File: src/hw/rtl/rcsr_pkg.sv
// Shared types, addresses and helpers for the RV64 CSR file.
`timescale 1ns / 1ps

package rcsr_pkg;

  localparam int XLEN        = 64;
  localparam int CSR_ENTRIES = 4096;
  localparam int ADDR_W      = $clog2(CSR_ENTRIES);
  localparam int QUEUE_DEPTH = 2;
  localparam int CFG_IDX_W   = 2;

  // Addresses served by dedicated registers or special write rules.
  localparam logic [ADDR_W-1:0] A_SSTATUS = 12'h100;
  localparam logic [ADDR_W-1:0] A_SIE     = 12'h104;
  localparam logic [ADDR_W-1:0] A_SIP     = 12'h144;
  localparam logic [ADDR_W-1:0] A_SATP    = 12'h180;
  localparam logic [ADDR_W-1:0] A_MSTATUS = 12'h300;
  localparam logic [ADDR_W-1:0] A_MISA    = 12'h301;
  localparam logic [ADDR_W-1:0] A_MIDELEG = 12'h303;
  localparam logic [ADDR_W-1:0] A_MIE     = 12'h304;
  localparam logic [ADDR_W-1:0] A_MIP     = 12'h344;

  // Addresses that are not implemented for reads.
  localparam logic [ADDR_W-1:0] A_UNIMP0 = 12'h14d;
  localparam logic [ADDR_W-1:0] A_UNIMP1 = 12'h30c;
  localparam logic [ADDR_W-1:0] A_UNIMP2 = 12'hda0;
  localparam logic [ADDR_W-1:0] A_UNIMP3 = 12'h321;
  localparam logic [ADDR_W-1:0] A_UNIMP4 = 12'hfb0;

  // Write-ignored ranges: upper pmp entries and hpm counters with their high halves.
  localparam logic [ADDR_W-1:0] A_PMPADDR_HI_LO = 12'h3c0;
  localparam logic [ADDR_W-1:0] A_PMPADDR_HI_HI = 12'h3ef;
  localparam logic [ADDR_W-1:0] A_PMPCFG_HI_LO  = 12'h3a4;
  localparam logic [ADDR_W-1:0] A_PMPCFG_HI_HI  = 12'h3af;
  localparam logic [ADDR_W-1:0] A_HPM_LO        = 12'hb03;
  localparam logic [ADDR_W-1:0] A_HPM_HI        = 12'hb1f;
  localparam logic [ADDR_W-1:0] A_HPMH_LO       = 12'hb83;
  localparam logic [ADDR_W-1:0] A_HPMH_HI       = 12'hb9f;

  localparam logic [1:0] READ_ONLY_SPACE = 2'b11;

  localparam int          SATP_MODE_LSB = 60;
  localparam logic [3:0]  SATP_BARE     = 4'h0;
  localparam logic [3:0]  SATP_SV39     = 4'h8;

  typedef enum logic [CFG_IDX_W-1:0] {
    CFG_MSTATUS_WMASK = 2'd0,
    CFG_SSTATUS_WMASK = 2'd1,
    CFG_SSTATUS_RMASK = 2'd2,
    CFG_PENDING_WMASK = 2'd3
  } cfg_idx_t;

  typedef struct packed {
    logic [XLEN-1:0] mst_wr_mask;
    logic [XLEN-1:0] sst_wr_mask;
    logic [XLEN-1:0] sst_rd_mask;
    logic [XLEN-1:0] pending_wmask;
  } cfg_t;

  typedef enum logic [4:0] {
    OP_RD_FAIL,
    OP_RD_MEM,
    OP_RD_SSTATUS,
    OP_RD_SIE,
    OP_RD_SIP,
    OP_RD_MSTATUS,
    OP_RD_MIDELEG,
    OP_RD_MIE,
    OP_RD_MIP,
    OP_WR_NONE,
    OP_WR_MEM,
    OP_WR_MSTATUS,
    OP_WR_SSTATUS,
    OP_WR_MIP,
    OP_WR_SIE,
    OP_WR_SIP,
    OP_WR_MIDELEG,
    OP_WR_MIE
  } op_t;

  typedef struct packed {
    op_t              op;
    logic [ADDR_W-1:0] addr;
    logic [XLEN-1:0]   data;
  } entry_t;

  function automatic logic [XLEN-1:0] merge_bits(input logic [XLEN-1:0] old_val,
                                                 input logic [XLEN-1:0] new_val,
                                                 input logic [XLEN-1:0] mask);
    merge_bits = (old_val & ~mask) | (new_val & mask);
  endfunction

endpackage

File: src/hw/rtl/rcsr_fifo.sv
// Short queue of classified requests between front and back end.
`timescale 1ns / 1ps

module rcsr_fifo (
  input  logic             clk,
  input  logic             rst_n,
  input  logic             push,
  input  rcsr_pkg::entry_t push_entry,
  input  logic             pop,
  output logic             full,
  output logic             head_valid,
  output rcsr_pkg::entry_t head_entry
);

  localparam int PTR_W = $clog2(rcsr_pkg::QUEUE_DEPTH);
  localparam int CNT_W = $clog2(rcsr_pkg::QUEUE_DEPTH + 1);

  rcsr_pkg::entry_t   entries_r [rcsr_pkg::QUEUE_DEPTH];
  logic [PTR_W-1:0]   wr_ptr_r;
  logic [PTR_W-1:0]   rd_ptr_r;
  logic [CNT_W-1:0]   count_r;
  logic [CNT_W-1:0]   count_nxt;

  assign full       = (count_r == CNT_W'(rcsr_pkg::QUEUE_DEPTH));
  assign head_valid = (count_r != '0);
  assign head_entry = entries_r[rd_ptr_r];

  always_comb begin
    count_nxt = count_r;
    if (push && !pop) begin
      count_nxt = count_r + CNT_W'(1);
    end else if (pop && !push) begin
      count_nxt = count_r - CNT_W'(1);
    end
  end

  always_ff @(posedge clk) begin
    if (!rst_n) begin
      wr_ptr_r <= '0;
      rd_ptr_r <= '0;
      count_r  <= '0;
    end else begin
      count_r <= count_nxt;
      if (push) begin
        wr_ptr_r <= (wr_ptr_r == PTR_W'(rcsr_pkg::QUEUE_DEPTH - 1)) ? '0 : wr_ptr_r + PTR_W'(1);
      end
      if (pop) begin
        rd_ptr_r <= (rd_ptr_r == PTR_W'(rcsr_pkg::QUEUE_DEPTH - 1)) ? '0 : rd_ptr_r + PTR_W'(1);
      end
    end
  end

  always_ff @(posedge clk) begin
    if (push) begin
      entries_r[wr_ptr_r] <= push_entry;
    end
  end

  a_no_push_when_full: assert property (@(posedge clk) disable iff (!rst_n)
    push |-> !full)
    else $error("request pushed into a full queue");

  a_no_pop_when_empty: assert property (@(posedge clk) disable iff (!rst_n)
    pop |-> head_valid)
    else $error("request popped from an empty queue");

endmodule

File: config.mk
export PLATFORM = sky130hd
export DESIGN_NAME = rcsr_fifo
export DESIGN_NICKNAME = d
export VERILOG_FILES = /design/src/hw/rtl/rcsr_pkg.sv /design/src/hw/rtl/rcsr_fifo.sv
export SDC_FILE = /design/constraint.sdc
export NUM_CORES = 1
export LEC_CHECK = 0
export ABC_AREA = 0
export BUFFER_PORTS_ARGS = -buffer_cell sky130_fd_sc_hd__buf_4
export CAP_MARGIN = 20
export CORE_AREA = 5 5 142 158
export CTS_BUF_LIST = sky130_fd_sc_hd__clkbuf_8 sky130_fd_sc_hd__clkbuf_16
export DETAILED_ROUTE_END_ITERATION = 10
export DIE_AREA = 0 0 147 163
export PLACE_DENSITY = 0.61
export SYNTH_ARGS = -nofsm -noshare
export SYNTH_HDL_FRONTEND = slang
export SYNTH_SLANG_ARGS = --single-unit
export TNS_END_PERCENT = 10
File: constraint.sdc
create_clock -name clk -period 7.14 [get_ports clk]
set_input_delay 1.428 -clock clk [delete_from_list [all_inputs] [get_ports clk]]
set_output_delay 1.428 -clock clk [all_outputs]
set_load 0.05 [all_outputs]
# Word level (Yosys, flattened, before mapping)
# Memory sizes are Yosys's and may differ from the RTL's. A register that Yosys moved wholly into a read port is not among the register bits.
# Index checks and enable logic that the tools add are counted.
# W data, S select, Z words.
# op_classes
n_reduce_logical,6
addsub,4
muxes,8
eq_ne,1
# ops
cell,n
$mux W1,6
$mux W2,2
$reduce_bool A2 Y1,2
$add A1 B1 Y1 const B,2
$add A2 B1 Y2 const B,1
$eq A2 B2 Y1 const B,1
$logic_and A1 B1 Y1,2
$logic_not A1 Y1,2
$sub A2 B1 Y2 const B,1
# word_totals
reg_bits,4
mem_bits_rw,162
memories,1
in_bits,85
# memory_table
memory,depth,width,read_ports,rd_ports_with_merged_regs,write_ports,line_no,rtl
entries_r,2,81,1,1,1,rcsr_fifo.sv:18,rcsr_pkg::entry_t entries_r [rcsr_pkg::QUEUE_DEPTH];

# Depth between registers and ports, before layout
# logic_depth
word_depth,4
depth_mapped,5
mapped_depth_nobuf,5

# Worst setup path before layout
# OpenSTA, ideal clock, no wires.
# synth_timing
path_type,input-to-reg
start,input port push
end,"memory entries_r[0][0] (netlist bit), enable pin"
n_path_buf,0
setup_time_ps,531
arrival_ps,5000
path_slack_ps,1609
path_stages,1
cell_sequence,nor2b_1
# synth_between
elab_chain_len,2
# synth_rtl
item,line_no,rtl
"start, declared",rcsr_fifo.sv:7,"input logic push,"
$mux W1,rcsr_fifo.sv:54,if (push) begin
$mux W1 (not written as such),rcsr_fifo.sv:55,entries_r[wr_ptr_r] <= push_entry;
"end, declared",rcsr_fifo.sv:18,
# No other way between the ends.

==> impl_metrics.yaml <==
status:
  status: "finished clean"
logic_synthesis:
  syn_nets: 360
  syn_inst: 274
  avgSynthCellArea_um2: 22.2
  ys_warn_count: 0
  ys_seq_elements: 167
  ys_types: 17
  synth_seq_area_share_pct: 81.4
  syn_area_mm2: 0.00610
die:
  core_mm2: 0.0208
  rows: 56
  ioPinCount: 168
  dieArea_mm2: 0.0240
  die_h_um: 163
  dieWidth_um: 147
  initial_core_util_pct: 29.3
route:
  via_per_inst: 4.25
  wire_per_inst_um: 16.6
  via_count: 3096
  drt-initial-drc-count: 85
  drc: 0
  dr.pass1.iters: 4
  wl_um: 12100
  ant_nets: 0
placed_design:
  place_congestion: 0.709
  hpwl_um: 7760
  port_buffers: 167
final_layout:
  final_common_cell: "buf_4"
  areaGrowthSynthToFinish_pct: 34.7
  fillers: 1923
  antenna_cells: 0
  drive_gt1_share_pct: 61.2
  final_cell_mix: "169 x buf_4, 162 x edfxtp_1, 81 x mux2_2"
  layout.nets: 540
  fin_util_pct: 39.5
sta:
  holdWs_ns: 0.519
  finalCriticalPeriod_ns: 3.46
  setup_violations: 0
  period_share_pct: 48.5
  setup_tns_ns: 0
  max_freq_mhz: 289
  final_max_slew_viol_count: 0
  hold_violations: 0
  worstMarginPinSlew_ns: 0.934
  slew_headroom_pct: 37.7
  fin_skew_ns: 0.0132
  rsz0062_at_grt: "no"
clock_network:
  cts-hold-fix-buffers: 0
  cts.sinks: 167
  cts-buffers-inserted: 17
  cts_resized: 0
  clk_path_buf_depth: 2
  htree_levels: 4
  clk-insertion-delay-late_ns: 0.41
  cts_tree: "built"
  root_buffer: "clkbuf_16"
  post_cts_buffers: 0
  cts.reportedPaths.clkPinSlew_ns: 0.07
power:
  p_leak_uw: 0.00304
  power.share.combinational_pct: 16.5
  clock_power_share_pct: 36.5
  p_per_area_mw_per_mm2: 299
  pwr-share-seq_pct: 46.9
  ir_worst_vdd_v: 0.000144
  switching_share_pct: 26.9
  p_sw_uw: 660
  p_int_uw: 1800
worst_hold_path:
  min_path_type: "reg2reg"
  hp-start: "count_r[1]$_SDFFE_PN0P_"
global_routing:
  grt_pass1_vias: 3591
  grt_usage_pct: 10.1
  overflow: 0
  grt_max_degree: 82
  antenna_found_initial: 0
  grt_pass1_wl_um: 18700
run:
  cap_violations: 0
critical_path:
  arrival_ns: 2.04
  cp.required_ns: 5.71
  path_class: "reg2out"
  endpoint_kind: "primary output"
  cp_cell_sequence: "buf_16 -> mux2_2 -> buf_4"
  cp-start-kind: "flop"
  path_max_fanout: 44
  slowest_delay_ns: 0.71
  critPathSlowestCell: "dfxtp_4"
  r2r_start: "wr_ptr_r$_SDFFE_PN0P_"
==> stage by stage <==
| stage | setup WS [ns] | instance area, um^2 | cells | power [uW] |
|---|---|---|---|---|
| final | 3.68 | 8210 | 728 | 2460 |
| after global routing | 3.54 | 8210 | 728 | 2560 |
| after CTS | 3.44 | 8180 | 727 | 2490 |
| after global placement | 3.89 | 7610 | 695 | 1580 |
| after floorplan | 1.61 | 6100 | 274 | 1450 |
| after detailed placement | 3.81 | 7610 | 695 | 1590 |
==> power groups by stage <==
stage,clock [uW],combinational (uW),sequential (uW)
after floorplan,0,285,1170
after global placement,0,396,1180
after detailed placement,0,400,1190
after CTS,928,401,1160
after global routing,972,426,1160
final,898,406,1150
==> final cells by class <==
type,count,area (um^2),share of cell area (%)
clock buffers,17,425,5.18
clock inverters,15,150,1.83
inverters,1,3.75,0.0457
multi-input cells,97,1040,12.7
flip-flops and latches,167,4970,60.5
well taps,261,327,3.98
repair buffers,170,1300,15.8
==> routing by layer <==
layer | track usage, % | part of all wire [%]
met5 | 0 | 0
met4 | 3.05 | 0.88
met3 | 4.12 | 6.7
met2 | 18.6 | 55
met1 | 10.4 | 37
==> sequential cells by signal (all words and copies together), names as in the netlist, named ones only <==
signal,cells
wr_ptr_r,1
entries_r,162
count_r,2
rd_ptr_r,1
==> cell usage after synthesis <==
library cell / count / area, um^2
a21boi_1: 1 / 7.51
and2_1: 4 / 25.0
and2b_2: 1 / 8.76
buf_4: 1 / 7.51
buf_6: 8 / 90.1
dfxtp_1: 5 / 100
edfxtp_1: 162 / 4860
ha_1: 1 / 12.5
inv_1: 1 / 3.75
mux2_2: 81 / 912
nor2b_1: 2 / 12.5
o21a_1: 1 / 7.51
o21ai_0: 1 / 5.00
or2_2: 1 / 6.26
or3_1: 1 / 6.26
xnor2_1: 1 / 8.76
xor2_1: 2 / 17.5
==> critical path: cells and delay by family (launching register included) <==
family | cells | cell delay [ns]
flops | 1 | 0.71
mux | 1 | 0.38
buf+inv | 2 | 0.48
==> worst paths after layout <==
path                           endpoint  slack, ns  cells after the start
max                      head_entry[71]       3.68                      3
min             count_r[1]$_SDFFE_PN0P_       0.52                      2
max reg2reg  entries_r[0][78]$_DFFE_PP_       5.09                      2
min reg2reg     count_r[1]$_SDFFE_PN0P_       0.52                      2
==> logic make-up (layout without fill, tap and decap cells) <==
family / count (synthesis) / in the layout / share of synthesized area [%]
mux: 81 / 81 / 15.0
simple gates: 9 / 9 / 0.965
fa+ha+maj: 1 / 1 / 0.205
compound gates: 3 / 3 / 0.328
flops: 167 / 167 / 81.4
buf+inv: 10 / 203 / 1.66
xor+xnor: 3 / 3 / 0.431
Note: power is estimated with default switching activity, not from simulation.
