## src/hw/rtl/rcsr_pkg.sv

```systemverilog
// Shared types, addresses and helpers for the RV64 CSR file.
`timescale 1ns / 1ps

package rcsr_pkg;

  localparam int XLEN        = 64;
  localparam int CSR_ENTRIES = 4096;
  localparam int ADDR_W      = $clog2(CSR_ENTRIES);
  localparam int QUEUE_DEPTH = 2;
  localparam int CFG_IDX_W   = 2;

  // Addresses served by dedicated registers or special write rules.
  localparam logic [ADDR_W-1:0] A_SSTATUS = 12'h100;
  localparam logic [ADDR_W-1:0] A_SIE     = 12'h104;
  localparam logic [ADDR_W-1:0] A_SIP     = 12'h144;
  localparam logic [ADDR_W-1:0] A_SATP    = 12'h180;
  localparam logic [ADDR_W-1:0] A_MSTATUS = 12'h300;
  localparam logic [ADDR_W-1:0] A_MISA    = 12'h301;
  localparam logic [ADDR_W-1:0] A_MIDELEG = 12'h303;
  localparam logic [ADDR_W-1:0] A_MIE     = 12'h304;
  localparam logic [ADDR_W-1:0] A_MIP     = 12'h344;

  // Addresses that are not implemented for reads.
  localparam logic [ADDR_W-1:0] A_UNIMP0 = 12'h14d;
  localparam logic [ADDR_W-1:0] A_UNIMP1 = 12'h30c;
  localparam logic [ADDR_W-1:0] A_UNIMP2 = 12'hda0;
  localparam logic [ADDR_W-1:0] A_UNIMP3 = 12'h321;
  localparam logic [ADDR_W-1:0] A_UNIMP4 = 12'hfb0;

  // Write-ignored ranges: upper pmp entries and hpm counters with their high halves.
  localparam logic [ADDR_W-1:0] A_PMPADDR_HI_LO = 12'h3c0;
  localparam logic [ADDR_W-1:0] A_PMPADDR_HI_HI = 12'h3ef;
  localparam logic [ADDR_W-1:0] A_PMPCFG_HI_LO  = 12'h3a4;
  localparam logic [ADDR_W-1:0] A_PMPCFG_HI_HI  = 12'h3af;
  localparam logic [ADDR_W-1:0] A_HPM_LO        = 12'hb03;
  localparam logic [ADDR_W-1:0] A_HPM_HI        = 12'hb1f;
  localparam logic [ADDR_W-1:0] A_HPMH_LO       = 12'hb83;
  localparam logic [ADDR_W-1:0] A_HPMH_HI       = 12'hb9f;

  localparam logic [1:0] READ_ONLY_SPACE = 2'b11;

  localparam int          SATP_MODE_LSB = 60;
  localparam logic [3:0]  SATP_BARE     = 4'h0;
  localparam logic [3:0]  SATP_SV39     = 4'h8;

  typedef enum logic [CFG_IDX_W-1:0] {
    CFG_MSTATUS_WMASK = 2'd0,
    CFG_SSTATUS_WMASK = 2'd1,
    CFG_SSTATUS_RMASK = 2'd2,
    CFG_PENDING_WMASK = 2'd3
  } cfg_idx_t;

  typedef struct packed {
    logic [XLEN-1:0] mst_wr_mask;
    logic [XLEN-1:0] sst_wr_mask;
    logic [XLEN-1:0] sst_rd_mask;
    logic [XLEN-1:0] pending_wmask;
  } cfg_t;

  typedef enum logic [4:0] {
    OP_RD_FAIL,
    OP_RD_MEM,
    OP_RD_SSTATUS,
    OP_RD_SIE,
    OP_RD_SIP,
    OP_RD_MSTATUS,
    OP_RD_MIDELEG,
    OP_RD_MIE,
    OP_RD_MIP,
    OP_WR_NONE,
    OP_WR_MEM,
    OP_WR_MSTATUS,
    OP_WR_SSTATUS,
    OP_WR_MIP,
    OP_WR_SIE,
    OP_WR_SIP,
    OP_WR_MIDELEG,
    OP_WR_MIE
  } op_t;

  typedef struct packed {
    op_t              op;
    logic [ADDR_W-1:0] addr;
    logic [XLEN-1:0]   data;
  } entry_t;

  function automatic logic [XLEN-1:0] merge_bits(input logic [XLEN-1:0] old_val,
                                                 input logic [XLEN-1:0] new_val,
                                                 input logic [XLEN-1:0] mask);
    merge_bits = (old_val & ~mask) | (new_val & mask);
  endfunction

endpackage

```

## src/hw/rtl/rcsr_req_if.sv

```systemverilog
// Request channel interface of the CSR file.
`timescale 1ns / 1ps

interface rcsr_req_if;
  logic                         valid;
  logic                         ready;
  logic                         req_type;
  logic [rcsr_pkg::ADDR_W-1:0]  csr_addr;
  logic [1:0]                   priv_mode;
  logic [rcsr_pkg::XLEN-1:0]    write_data;

  modport source (output valid, req_type, csr_addr, priv_mode, write_data, input ready);
  modport sink   (input valid, req_type, csr_addr, priv_mode, write_data, output ready);
endinterface

```

## src/hw/rtl/rcsr_front.sv

```systemverilog
// Front end: accepts requests and classifies them into queue entries.
`timescale 1ns / 1ps

module rcsr_front (
  rcsr_req_if.sink         in_req,
  input  logic             clearing,
  input  logic             q_full,
  output logic             push,
  output rcsr_pkg::entry_t push_entry
);

  logic [rcsr_pkg::ADDR_W-1:0] addr;
  logic                        rd_denied;
  logic                        wr_ignored;
  logic [3:0]                  xlat_mode;

  assign in_req.ready = !clearing && !q_full;
  assign push         = in_req.valid && in_req.ready;
  assign addr         = in_req.csr_addr;
  assign xlat_mode    = in_req.write_data[rcsr_pkg::SATP_MODE_LSB +: 4];

  always_comb begin
    rd_denied = (addr[9:8] > in_req.priv_mode) ||
                (addr inside {rcsr_pkg::A_UNIMP0, rcsr_pkg::A_UNIMP1, rcsr_pkg::A_UNIMP2,
                              rcsr_pkg::A_UNIMP3, rcsr_pkg::A_UNIMP4});
    wr_ignored = (addr[11:10] == rcsr_pkg::READ_ONLY_SPACE) ||
                 (addr == rcsr_pkg::A_MISA) ||
                 (addr inside {[rcsr_pkg::A_PMPADDR_HI_LO:rcsr_pkg::A_PMPADDR_HI_HI],
                               [rcsr_pkg::A_PMPCFG_HI_LO:rcsr_pkg::A_PMPCFG_HI_HI],
                               [rcsr_pkg::A_HPM_LO:rcsr_pkg::A_HPM_HI],
                               [rcsr_pkg::A_HPMH_LO:rcsr_pkg::A_HPMH_HI]});

    push_entry.addr = addr;
    push_entry.data = in_req.write_data;
    push_entry.op   = rcsr_pkg::OP_RD_MEM;

    if (!in_req.req_type) begin
      if (rd_denied) begin
        push_entry.op = rcsr_pkg::OP_RD_FAIL;
      end else begin
        case (addr)
          rcsr_pkg::A_SSTATUS: push_entry.op = rcsr_pkg::OP_RD_SSTATUS;
          rcsr_pkg::A_SIE:     push_entry.op = rcsr_pkg::OP_RD_SIE;
          rcsr_pkg::A_SIP:     push_entry.op = rcsr_pkg::OP_RD_SIP;
          rcsr_pkg::A_MSTATUS: push_entry.op = rcsr_pkg::OP_RD_MSTATUS;
          rcsr_pkg::A_MIDELEG: push_entry.op = rcsr_pkg::OP_RD_MIDELEG;
          rcsr_pkg::A_MIE:     push_entry.op = rcsr_pkg::OP_RD_MIE;
          rcsr_pkg::A_MIP:     push_entry.op = rcsr_pkg::OP_RD_MIP;
          default:             push_entry.op = rcsr_pkg::OP_RD_MEM;
        endcase
      end
    end else if (wr_ignored) begin
      push_entry.op = rcsr_pkg::OP_WR_NONE;
    end else begin
      case (addr)
        rcsr_pkg::A_MSTATUS: push_entry.op = rcsr_pkg::OP_WR_MSTATUS;
        rcsr_pkg::A_SSTATUS: push_entry.op = rcsr_pkg::OP_WR_SSTATUS;
        rcsr_pkg::A_MIP:     push_entry.op = rcsr_pkg::OP_WR_MIP;
        rcsr_pkg::A_SIE:     push_entry.op = rcsr_pkg::OP_WR_SIE;
        rcsr_pkg::A_SIP:     push_entry.op = rcsr_pkg::OP_WR_SIP;
        rcsr_pkg::A_MIDELEG: push_entry.op = rcsr_pkg::OP_WR_MIDELEG;
        rcsr_pkg::A_MIE:     push_entry.op = rcsr_pkg::OP_WR_MIE;
        rcsr_pkg::A_SATP: begin
          push_entry.op = rcsr_pkg::OP_WR_MEM;
          // Unsupported translation modes fall back to a cleared mode field.
          if (xlat_mode != rcsr_pkg::SATP_BARE && xlat_mode != rcsr_pkg::SATP_SV39) begin
            push_entry.data[rcsr_pkg::SATP_MODE_LSB +: 4] = rcsr_pkg::SATP_BARE;
          end
        end
        default: push_entry.op = rcsr_pkg::OP_WR_MEM;
      endcase
    end
  end

endmodule

```

## src/flat_wrapper.sv

```systemverilog
// flat-port wrapper written by rule: the top's interface ports become plain ports
module rcsr_front_flat 
  (clearing, q_full, push, push_entry, in_req_valid, in_req_req_type, in_req_csr_addr, in_req_priv_mode, in_req_write_data, in_req_ready);
  rcsr_req_if in_req_i ();
  input  logic clearing;
  input  logic q_full;
  output logic push;
  output rcsr_pkg::entry_t push_entry;
  input wire logic [$bits(in_req_i.valid)-1:0] in_req_valid;
  input wire logic [$bits(in_req_i.req_type)-1:0] in_req_req_type;
  input wire logic [$bits(in_req_i.csr_addr)-1:0] in_req_csr_addr;
  input wire logic [$bits(in_req_i.priv_mode)-1:0] in_req_priv_mode;
  input wire logic [$bits(in_req_i.write_data)-1:0] in_req_write_data;
  output wire logic [$bits(in_req_i.ready)-1:0] in_req_ready;
  assign in_req_i.valid = in_req_valid;
  assign in_req_i.req_type = in_req_req_type;
  assign in_req_i.csr_addr = in_req_csr_addr;
  assign in_req_i.priv_mode = in_req_priv_mode;
  assign in_req_i.write_data = in_req_write_data;
  assign in_req_ready = in_req_i.ready;
  rcsr_front u_core (.in_req(in_req_i), .clearing(clearing), .q_full(q_full), .push(push), .push_entry(push_entry));
endmodule
```

## config.mk

```make
export PLATFORM = sky130hd
export DESIGN_NAME = rcsr_front_flat
export DESIGN_NICKNAME = d
export VERILOG_FILES = /design/src/hw/rtl/rcsr_pkg.sv /design/src/hw/rtl/rcsr_req_if.sv /design/src/hw/rtl/rcsr_front.sv /design/src/flat_wrapper.sv
export SDC_FILE = /design/constraint.sdc
export NUM_CORES = 1
export LEC_CHECK = 0
export ABC_AREA = 1
export BUFFER_PORTS_ARGS = -buffer_cell sky130_fd_sc_hd__buf_2
export CORE_MARGIN = 4
export CORE_UTILIZATION = 33
export DETAILED_ROUTE_END_ITERATION = 10
export GPL_ROUTABILITY_DRIVEN = 0
export MAX_ROUTING_LAYER = met4
export PLACE_DENSITY = 0.84
export SYNTH_ARGS = -nofsm -noshare
export SYNTH_HDL_FRONTEND = slang
export SYNTH_SLANG_ARGS = --single-unit
```

## constraint.sdc

```tcl
create_clock -name vclk -period 2.13
set_clock_uncertainty 0.1 [all_clocks]
set_input_delay 0.5325 -clock vclk [all_inputs]
set_output_delay 0.5325 -clock vclk [all_outputs]
set_load 0.1 [all_outputs]
```

Yosys cells after proc, flatten, opt, wreduce, memory -nomap -nowiden
Index checks and enable logic that the tools add are counted.
{ "totals": {"ram_bits": 0, "ff_bits": 0, "latchBits": 0, "output_inout_bits": 83, "mem_bits_ro": 0, "input_bits": 82, "memories": 0, "wordCells": 49} }
{ "op_classes": {"n_mul": 0, "n_addsub": 0, "shift": 0, "mux": 9, "n_eq_ne": 16, "reduce_logical": 15, "div_mod_pow": 0, "bitwise_logic": 0, "n_lt_le_gt_ge": 9} }
{ "ops": {"columns": ["operator", "n"], "rows": [
  ["$eq 12x10->1 const B", 7],
  ["$eq 12x9->1 const B", 5],
  ["$pmux 5 s7", 1],
  ["$pmux 4 s7", 1],
  ["$eq 12x12->1 const B", 2],
  ["$ge 12x10->1 const B", 2],
  ["$ge 12x12->1 const B", 2],
  ["$le 12x10->1 const B", 2],
  ["$le 12x12->1 const B", 2],
  ["$mux 4", 4],
  ["$mux 5", 3],
  ["$reduce_bool 4->1", 2],
  ["$logic_and 1x1->1", 7],
  ["$reduce_bool 5->1", 1],
  ["$ne 4x4->1 const B", 1],
  ["$logic_or 1x1->1", 3],
  ["$eq 2x2->1 const B", 1],
  ["$gt 2x2->1", 1],
  ["$logic_not 1->1", 2]
]} }

Logic depth before layout (Yosys ltp)
{ "depth": {"depth_word": 6, "ltp_mapped": 11, "depth_no_buf": 11} }

Worst setup path after synthesis
OpenSTA, ideal clock, no wires.
{ "synth_timing": {"path_type": "input-to-output", "start": "input port q_full", "end": "output port push", "path_buffers": 0, "t_arrival_ns": 2.745, "stages": 1, "t_required_ns": 1.497, "slack_ns": -1.247, "cell_sequence": "nor3b_1"} }
{ "synth_via": {"elab_chain_cells": 3} }
{ "synth_lines": {"columns": ["element", "line", "rtl"], "rows": [
  ["start, declared", "flat_wrapper.sv:6", "input logic q_full;"],
  ["$logic_not 1->1", "rcsr_front.sv:17", "assign in_req.ready = !clearing && !q_full;"],
  ["$logic_and 1x1->1", "rcsr_front.sv:17", null],
  ["$logic_and 1x1->1", "rcsr_front.sv:18", "assign push = in_req.valid && in_req.ready;"],
  ["end, declared", "flat_wrapper.sv:7", "output logic push;"]
]} }
Every way passes these cells.

==> impl_metrics.toml <==
[outcome]
status = "complete, but fails checks"
violations = "negative setup slack"

[synthesis]
syn_nets = 302
synth_area_um2 = 1230
synth_cells = 218
synth.largest_area_cell = "buf_4"
yosysSeqAreaShare = 0
yosysMostFrequentCell = "buf_4"
synth_area_leaders = "buf_4 (44%), nand2_1 (16%), inv_1 (7.3%), nand3_1 (6.1%), nor2_1 (4.9%)"
synth_top_area_share = 0.440
avgSynthCellArea_um2 = 5.63
synth_commonest_cells = "buf_4 (72), nand2_1 (53), inv_1 (24)"
netlist-cell-type-count = 19
yosysWarningCount = 0

[power]
power_density_nw_per_um2 = 269
power_mw = 0.449
p_seq_frac = 0
switching_share = 0.648
power_switching_mw = 0.291
p_leak_nw = 0.851
ir_drop_v = 0.000121
p_int_mw = 0.158
clockPowerShare = 0
p_comb_frac = 1.000

[die]
start_util = 0.354
core_area_um2 = 3470
die_h_um = 69.0
die_w_um = 69.0
dieArea_um2 = 4760
pin_count = 165
rows = 21

[layout]
n_antenna_cell = 0
regArea_um2 = 0
layout.nets = 300
clock_buffers = 0
final_cell_area_um2 = 1670
syn_to_final_growth_pct = 36.0
seq_cells = 0
drive_gt1_frac = 0.621

[sta]
hold_viol = 0
setup_tns_ps = -1800
maxSlewHeadroom = 0.674
rsz0062_at_grt = "true"
worstMarginPinSlew_ps = 492
hold_slack_ps = 965
maxSlewViolCount = 0
setup_viol = 9
setup_slack_ps = -352
max_freq_mhz = 403
finalCritPeriodShare = 1.17
min_period_ps = 2480

[global_route]
grt_pass1_vias = 1135
grt_max_degree = 7
antenna_found_initial = 0
grt_overflow = 0
grt_usage = 0.123
grt_pass1_wl_mm = 4.64

[routing]
vias = 1210
via_per_inst = 4.65
wl_mm = 3.13
dr.pass1.iters = 4
drt_iter0_drc = 40
ant_nets = 0
wl_per_cell_um = 12.1
drc = 0

[placement]
placed_area_um2 = 1410
place_hpwl_mm = 2.42
pre_cts_ws_ps = -444
io_buffer_count = 45

[min_path]
hp-class = "in2out"

[worst_setup_path]
cp-end-kind = "primary output"
cp-start-kind = "input port"
path_max_fanout = 6
arrival_ps = 1850
crit_required_ps = 1500
path_class = "in2out"

[run]
drv_cap = 0
==> per-layer routing <==
layer / up-vias / track usage / part of all wire
met1: 541 / 0.134 / 0.34
met2: 62 / 0.231 / 0.52
met3: 23 / 0.0146 / 0.10
met5: - / - / 0
li1: 584 / - / -
met4: 0 / 0.0389 / 0.033
==> layout by cell type (no fill, tap or decap) <==
cell type | netlist | final
buf_2 | 0 | 20
nand2_1 | 53 | 37
nor2_2 | 7 | 6
ha_4 | 0 | 1
a21oi_1 | 1 | 1
nand2_8 | 0 | 2
buf_12 | 0 | 14
buf_6 | 0 | 6
o21ai_0 | 3 | 1
o21ai_2 | 1 | 3
nor4_4 | 0 | 1
buf_8 | 0 | 3
nor2_1 | 16 | 6
nor3_1 | 4 | 3
nor3b_2 | 0 | 1
nand3_2 | 2 | 3
nor3_2 | 0 | 1
buf_4 | 72 | 25
nand2_4 | 0 | 3
nand4_1 | 1 | 1
o21ai_4 | 0 | 1
inv_4 | 0 | 4
inv_2 | 5 | 7
nand3_4 | 0 | 1
nor2_4 | 4 | 15
nand2_2 | 4 | 15
o21ai_1 | 2 | 1
nand3_1 | 15 | 13
ha_1 | 2 | 1
inv_1 | 24 | 17
clkinvlp_4 | 0 | 1
==> power by group through the flow <==
stage	Sequential, mW	Clock, mW	Combinational (mW)
final	0	0	0.449
after global routing	0	0	0.473
after CTS	0	0	0.432
after detailed placement	0	0	0.391
after global placement	0	0	0.387
after floorplan	0	0	0.805
==> worst paths after layout <==
kind                   from              to  cells past startpoint
max      in_req_csr_addr[6]  push_entry[78]                     12
min   in_req_write_data[15]  push_entry[15]                      0
==> kinds of logic after synthesis <==
kind of cell,after synthesis,share of synthesized area
and+or+nand+nor,108,0.419
buffers and inverters,101,0.529
AOI/OAI and AO/OA,7,0.0316
adders and majority gates,2,0.0204
==> per-stage QoR <==
stage	util	cells
finish	0.481	260
global route	0.481	260
floorplan	-	218
global placement	0.406	257
CTS	0.456	259
detailed placement	0.406	257
==> what timing repair did <==
item | in CTS | in global routing
pin swaps | 25 | 18
setup endpoints to repair | 9 | 9
hold buffers | 0 | 0
buffers inserted | 2 | 1
gates resized for setup | 44 | 27
==> cell type report <==
| type | count | area, um^2 |
|---|---|---|
| fill | 331 | 1800 |
| tap | 46 | 57.6 |
| inverter | 29 | 123 |
| timing repair buffer | 68 | 681 |
| multi-input combinational | 117 | 808 |
==> worst max-delay path, stage by stage <==
cell	delay [ps]
buf_4	140
nor2_4	140
nand2_4	80
nor2_4	180
nand2_1	100
nand2_2	90
nand2_2	80
nand3_1	80
nand2_1	60
nand2_2	90
clkinvlp_4	100
buf_12	170
Power figures use the tool's default switching activity.
